`src/sv/flas_pkg.sv`:
```
// ----------------------------------------------------------------------------
// flas_pkg
// Shared widths, register indexes, controller states, command bundle and
// saturation helper for the four-level adaptive slicer.
// ----------------------------------------------------------------------------
`default_nettype none

package flas_pkg;

   // Sample and state formats
   localparam int SAMPLE_BITS = 16;
   localparam int FRAC_EXTRA  = 8;
   localparam int STATE_BITS  = SAMPLE_BITS + FRAC_EXTRA;
   localparam int GAIN_BITS   = 16;

   // Gain step: (b - a) * g, rounded half up, then added to a
   localparam int DIFF_BITS = STATE_BITS + 1;
   localparam int PROD_BITS = DIFF_BITS + GAIN_BITS + 1;
   localparam int STEP_BITS = PROD_BITS - GAIN_BITS;
   localparam int SUM_BITS  = STEP_BITS + 1;

   // Divide by three: floor(m / 3) = (m * ceil(2^s / 3)) >> s for m < 2^(s-1)
   localparam int DIV_SHIFT     = STATE_BITS + 2;
   localparam int MAG_BITS      = STATE_BITS + 1;
   localparam int DIV_PROD_BITS = MAG_BITS + DIV_SHIFT;
   localparam logic [DIV_SHIFT-1:0] RECIP3 =
      DIV_SHIFT'(((64'd1 << DIV_SHIFT) + 64'd2) / 64'd3);

   // Register indexes
   localparam int CSR_IDX_BITS = 1;
   localparam logic [CSR_IDX_BITS-1:0] CSR_AVG_GAIN   = 1'b0;
   localparam logic [CSR_IDX_BITS-1:0] CSR_DECAY_GAIN = 1'b1;

   localparam logic [GAIN_BITS-1:0] AVG_GAIN_RESET   = 16'd655;
   localparam logic [GAIN_BITS-1:0] DECAY_GAIN_RESET = 16'd7;

   // Controller states, one per step of an item
   typedef enum logic [3:0] {
      ST_IDLE,
      ST_DC_MUL,
      ST_DC_UPD,
      ST_CENTER,
      ST_DECIDE,
      ST_LV_MUL,
      ST_LV_UPD,
      ST_TH_MUL,
      ST_TH_UPD,
      ST_DONE
   } state_type;

   // Commands from controller to datapath
   typedef struct packed {
      logic load_x;
      logic dc_mul;
      logic dc_upd;
      logic center;
      logic decide;
      logic lv_mul;
      logic lv_upd;
      logic th_mul;
      logic th_upd;
      logic load_rsp;
   } cmd_type;

   // Clamp a wide signed value to the signed state range
   function automatic logic signed [STATE_BITS-1:0] sat_state(
      input logic signed [SUM_BITS-1:0] v);
      logic [SUM_BITS-STATE_BITS:0] top;
      logic signed [STATE_BITS-1:0] r;
      top = v[SUM_BITS-1:STATE_BITS-1];
      if (top == '0 || top == '1) begin
         r = v[STATE_BITS-1:0];
      end else if (v[SUM_BITS-1]) begin
         r = {1'b1, {(STATE_BITS-1){1'b0}}};
      end else begin
         r = {1'b0, {(STATE_BITS-1){1'b1}}};
      end
      return r;
   endfunction

endpackage

`default_nettype wire

```
`src/sv/flas_ctrl.sv`:
```
// ----------------------------------------------------------------------------
// flas_ctrl
// Sequencer for the slicer: walks each sample through the datapath steps
// and owns the handshakes and the result valid flag.
// ----------------------------------------------------------------------------
`default_nettype none

module flas_ctrl (
   input  wire logic             clock,
   input  wire logic             reset,
   input  wire logic             req_valid,
   output logic                  req_stall,
   output logic                  rsp_valid,
   input  wire logic             rsp_stall,
   output flas_pkg::cmd_type     cmd
);
   import flas_pkg::*;

   state_type state_ff;
   state_type state_in;
   logic      rsp_valid_ff;
   logic      rsp_valid_in;
   logic      out_free;

   // Output register can take a beat when empty or being drained
   assign out_free = !rsp_valid_ff || !rsp_stall;

   // Next state
   always_comb begin
      state_in = state_ff;
      unique case (state_ff)
         ST_IDLE:   if (req_valid) state_in = ST_DC_MUL;
         ST_DC_MUL: state_in = ST_DC_UPD;
         ST_DC_UPD: state_in = ST_CENTER;
         ST_CENTER: state_in = ST_DECIDE;
         ST_DECIDE: state_in = ST_LV_MUL;
         ST_LV_MUL: state_in = ST_LV_UPD;
         ST_LV_UPD: state_in = ST_TH_MUL;
         ST_TH_MUL: state_in = ST_TH_UPD;
         ST_TH_UPD: state_in = ST_DONE;
         ST_DONE:   if (out_free) state_in = ST_IDLE;
         default:   state_in = ST_IDLE;
      endcase
   end

   // Command outputs
   always_comb begin
      cmd       = '0;
      req_stall = 1'b1;
      unique case (state_ff)
         ST_IDLE: begin
            req_stall  = 1'b0;
            cmd.load_x = req_valid;
         end
         ST_DC_MUL: cmd.dc_mul   = 1'b1;
         ST_DC_UPD: cmd.dc_upd   = 1'b1;
         ST_CENTER: cmd.center   = 1'b1;
         ST_DECIDE: cmd.decide   = 1'b1;
         ST_LV_MUL: cmd.lv_mul   = 1'b1;
         ST_LV_UPD: cmd.lv_upd   = 1'b1;
         ST_TH_MUL: cmd.th_mul   = 1'b1;
         ST_TH_UPD: cmd.th_upd   = 1'b1;
         ST_DONE:   cmd.load_rsp = out_free;
         default:   cmd          = '0;
      endcase
   end

   // Result valid flag
   always_comb begin
      rsp_valid_in = rsp_valid_ff;
      if (cmd.load_rsp) begin
         rsp_valid_in = 1'b1;
      end else if (!rsp_stall) begin
         rsp_valid_in = 1'b0;
      end
   end

   always_ff @(posedge clock) begin
      if (reset) begin
         state_ff     <= ST_IDLE;
         rsp_valid_ff <= 1'b0;
      end else begin
         state_ff     <= state_in;
         rsp_valid_ff <= rsp_valid_in;
      end
   end

   assign rsp_valid = rsp_valid_ff;

endmodule

`default_nettype wire

```
`config.mk`:
```
export PLATFORM = sky130hd
export DESIGN_NAME = flas_ctrl
export DESIGN_NICKNAME = d
export VERILOG_FILES = /design/src/sv/flas_pkg.sv /design/src/sv/flas_ctrl.sv
export SDC_FILE = /design/constraint.sdc
export NUM_CORES = 1
export LEC_CHECK = 0
export BUFFER_PORTS_ARGS = -buffer_cell sky130_fd_sc_hd__buf_2
export CAP_MARGIN = 40
export CORE_AREA = 2 2 39 41
export DETAILED_ROUTE_END_ITERATION = 12
export DIE_AREA = 0 0 41 43
export PLACE_DENSITY = 0.45
export SYNTH_ARGS = -nofsm -noshare
export SYNTH_HDL_FRONTEND = slang
export SYNTH_SLANG_ARGS = --single-unit
```
`constraint.sdc`:
```
create_clock -name clock -period 3.6 [get_ports clock]
set_input_delay 0.36 -clock clock [delete_from_list [all_inputs] [get_ports clock]]
set_output_delay 0.36 -clock clock [all_outputs]
set_load 0.02 [all_outputs]
```
Yosys cells after proc, flatten, opt, wreduce, memory -nomap -nowiden

Index checks and enable logic that the tools add are counted.
W data, S select, Z words.

Add/sub/neg operators: 0
$mul: 0
Div/mod/pow operators: 0
Order comparisons: 0
Eq/ne operators: 12
Shifts and indexed selects: 0
Mux-type cells: 16
Bitwise logic cells: 0
Reductions and logical operators: 5

Operators by type and width:

| cell                 | count |
|---|---|
| $pmux W4 S10         | 1 |
| $eq A4 B3 Y1 const B | 4 |
| $mux W1              | 13 |
| $eq A4 B2 Y1 const B | 2 |
| $eq A4 B4 Y1 const B | 2 |
| $mux W4              | 2 |
| $eq A4 B1 Y1 const B | 1 |
| $logic_not A4 Y1     | 1 |
| $ne A2 B2 Y1 const B | 2 |
| $logic_not A1 Y1     | 2 |
| $ne A2 B1 Y1 const B | 1 |
| $reduce_and A2 Y1    | 1 |
| $logic_or A1 B1 Y1   | 1 |

Register bits after elaboration: 5
Latch bits: 0
Bits in writable memories: 0
Bits in read-only memories: 0
Output and inout port bits: 12
Logic and storage cells: 35
Memories: 0

Logic depth before layout (Yosys ltp)

Depth in word-level cells: 4
Mapped depth: 5
Depth with buffers taken out: 3

Worst setup path before layout

No wires, ideal clock.

Path kind: register -> output
From: register state_ff[2]
To: output port cmd[9] in the netlist's numbering
Arrival: 1.261 ns
Data required time: 3.240 ns
Path slack: 1.979 ns
Stages on the path, launching flop included: 4
Cell sequence: dfxtp_1 -> buf_6 -> or4_4 -> nor2_1

RTL lines:

| what                     | RTL line        | source |
|---|---|---|
| start: declaration       | flas_ctrl.sv:19 | `state_type state_ff;` |
| start signal: assignment | flas_ctrl.sv:83 | `state_ff <= state_in;` |
| end: declaration         | flas_ctrl.sv:15 | `output flas_pkg::cmd_type cmd` |

==> reports/results.tsv <==
metric	value	unit
outcome	finished, final reports clean	
yosys warns	0	
vias per inst	4.54	
Clock Pin Slew Worst Setup and Hold Paths	0.04	ns
I/O Buffers	15	
GR Util All Layers	9.73	%
final WL	723	um
mux cell area share after synthesis	0	%
Yosys reg bits	5	
cell count after synthesis	37	
Setup crit end kind	primary output	
starting density of the core	21.5	%
Yosys cell types	19	
I/O pin count	16	
Cell Rows	14	
drt wl/cell	10.5	um
P_int	0.116	mW
syn avg cell area	8.05	sq um
Initial DRT Pass Iterations	3	
Rel. slew slack	77.6	%
final hold viol count	0	
Worst EP arrival	1.50	ns
post-synthesis compound-gate area fraction	20.6	%
clock skew	0.00420	ns
Final Max Slew Viols	0	
layout cells sized above 1	37.7	%
Netlist Area Pre-Place	298	sq um
most frequent cells after synthesis	6 x nor3_1, 5 x dfxtp_1, 4 x nor2_1	
measured slew at the worst slew-check pin	0.335	ns
asr flop ratio synth	0	%
Adder-Cell Fraction of Synth Area	0	%
GP Congestion	0.629	
initial antenna violation count	0	
Worst Path Required	3.24	ns
clock tree buffer depth	2	
clk sink count	5	
cts bufs inserted	3	
count leader, synth	nor3_1	
die height	43	um
crit share post-route	51.8	%
Area contributors post-synth	dfxtp_1 34%, nor3_1 10%, a211oi_1 7.6%	
cts hold-fix bufs	0	
Peak VDD IR	0.0000939	V
overall power	0.170	mW
H-tree levels	1	
P per Cell Area	428	nW/um^2
predominant post-synthesis flop cell	dfxtp_1	
switching power	0.0533	mW
antenna cells	0	
combinational power share	22.1	%
Layout area overhead	33.2	%
antenna-violating nets left	0	
RSZ-0062 raised after global routing	false	
Seq pwr share	38.4	%
CTS resizes	0	
vias	313	
CTS tree	built	
Synth Area in Simple Gates	34.0	%
post-route DRC violation count	0	
Synth area leader	dfxtp_1	
Post-synth EDFFs	0	
Synth Area in XOR/XNOR	2.94	%
CP Max Fanout	8	
Max Fclk	537	MHz
worst-skew pair later-pin latency	0.24	ns
main combinational cell family by area after synthesis	simple AND/OR/NAND/NOR gates	
Sw Share	31.4	%
Post-CTS Setup Bufs	0	
vias in the first global route	262	
largest net degree at the start of global routing	11	
max cap viols	0	
Congestion Overflow GR	0	
nets	58	
sequential cell area fraction in the yosys report	33.6	%
Yosys top cell area share	33.6	%
Core Region	1380	sq um
fin crit period	1.86	ns
first-pass GRT wire length	1090	um
min-delay worst type	input pin to flop	
die span in x	41	um
syn_nets	41	
Leak Pwr	0.198	nW
startpoint types	flop	
1st-iter DRT viols	7	
Setup TNS Final	0	ns
die area	1760	sq um
critical path class	flop to primary output	
clock power share	39.6	%
root cell of the clock tree	clkbuf_4	
final setup fails	0	
cell usage in the layout (no fill, tap or decap):
cell / netlist / final
a21oi_1: 2 / 2
nor3_1: 6 / 6
dfxtp_1: 5 / 5
clkbuf_4: 0 / 3
clkbuf_1: 1 / 1
nand2b_1: 3 / 3
buf_2: 0 / 15
nand3_1: 1 / 1
nand2_1: 2 / 2
or2b_1: 1 / 1
a211oi_1: 3 / 3
o21bai_2: 1 / 1
or4_4: 1 / 1
or2_1: 1 / 1
xor2_1: 1 / 1
o21a_1: 1 / 1
o21ba_1: 1 / 1
nor2_1: 4 / 4
inv_1: 1 / 1
final cells by class:
type	instances	area, sq um
Inverter	1	3.75
Tap cell	16	20.0
Multi-Input combinational cell	28	171
Fill cell	164	987
Sequential cell	5	100
Timing Repair Buffer	15	75.1
Clock buffer	4	26.3
power by group through the flow:
stage	Combinational (mW)	Sequential, mW	Clock [mW]
detailed placement	0.0378	0.0661	0
finish	0.0375	0.0651	0.0671
CTS	0.0378	0.0652	0.0695
floorplan	0.0286	0.0638	0
global route	0.0416	0.0662	0.0750
global placement	0.0377	0.0662	0
sequential cells by signal, indices dropped and copies added (netlist names):
signal	flops
state_ff	4
rsp_valid	1
stage by stage:
step / cells / setup WS, ns / cell area [sq um] / hold slack (ns) / util, %
2_1_floorplan: 37 / 1.98 / 298 / 0.429 / -
3_3_place_gp: 65 / 2.00 / 370 / 0.514 / 26.8
3_5_place_dp: 65 / 2.00 / 370 / 0.513 / 26.8
4_1_cts: 69 / 1.72 / 397 / 0.329 / 28.7
5_1_grt: 69 / 1.62 / 397 / 0.344 / 28.7
6_report: 69 / 1.74 / 397 / 0.336 / 28.7
critical path: stages, from the launching register on:
cell and delay (ns):
dfxtp_1 0.44, or2b_1 0.30, or2_1 0.25, a21oi_1 0.11, buf_2 0.17
path summary, 6_finish.rpt:
check / startpoint / to / cells after the start / slack (ns)
max: state_ff[0]$_SDFFE_PP0P_ / cmd[0] / 4 / 1.74
min: reset / rsp_valid$_SDFFE_PP0P_ / 2 / 0.34
max reg2reg: state_ff[0]$_SDFFE_PP0P_ / state_ff[3]$_SDFFE_PP0P_ / 3 / 2.26
min reg2reg: rsp_valid$_SDFFE_PP0P_ / state_ff[0]$_SDFFE_PP0P_ / 2 / 0.51
kinds of logic (layout without fill, tap and decap cells):
group / after synthesis / after routing
simple gates: 19 / 19
compound gates: 8 / 8
flops: 5 / 5
buf+inv: 4 / 20
xor+xnor: 1 / 1
layer usage:
metal  part of all wire, %  GRT usage [%]  vias to the layer above
li1                      -              -                      162
met1                    45           10.3                      138
met2                    47           13.8                       11
met3                   6.4           3.14                        2
met4                   1.9           10.0                        0
met5                     0              0                        -
No activity file was read; power rests on OpenSTA's default activity.
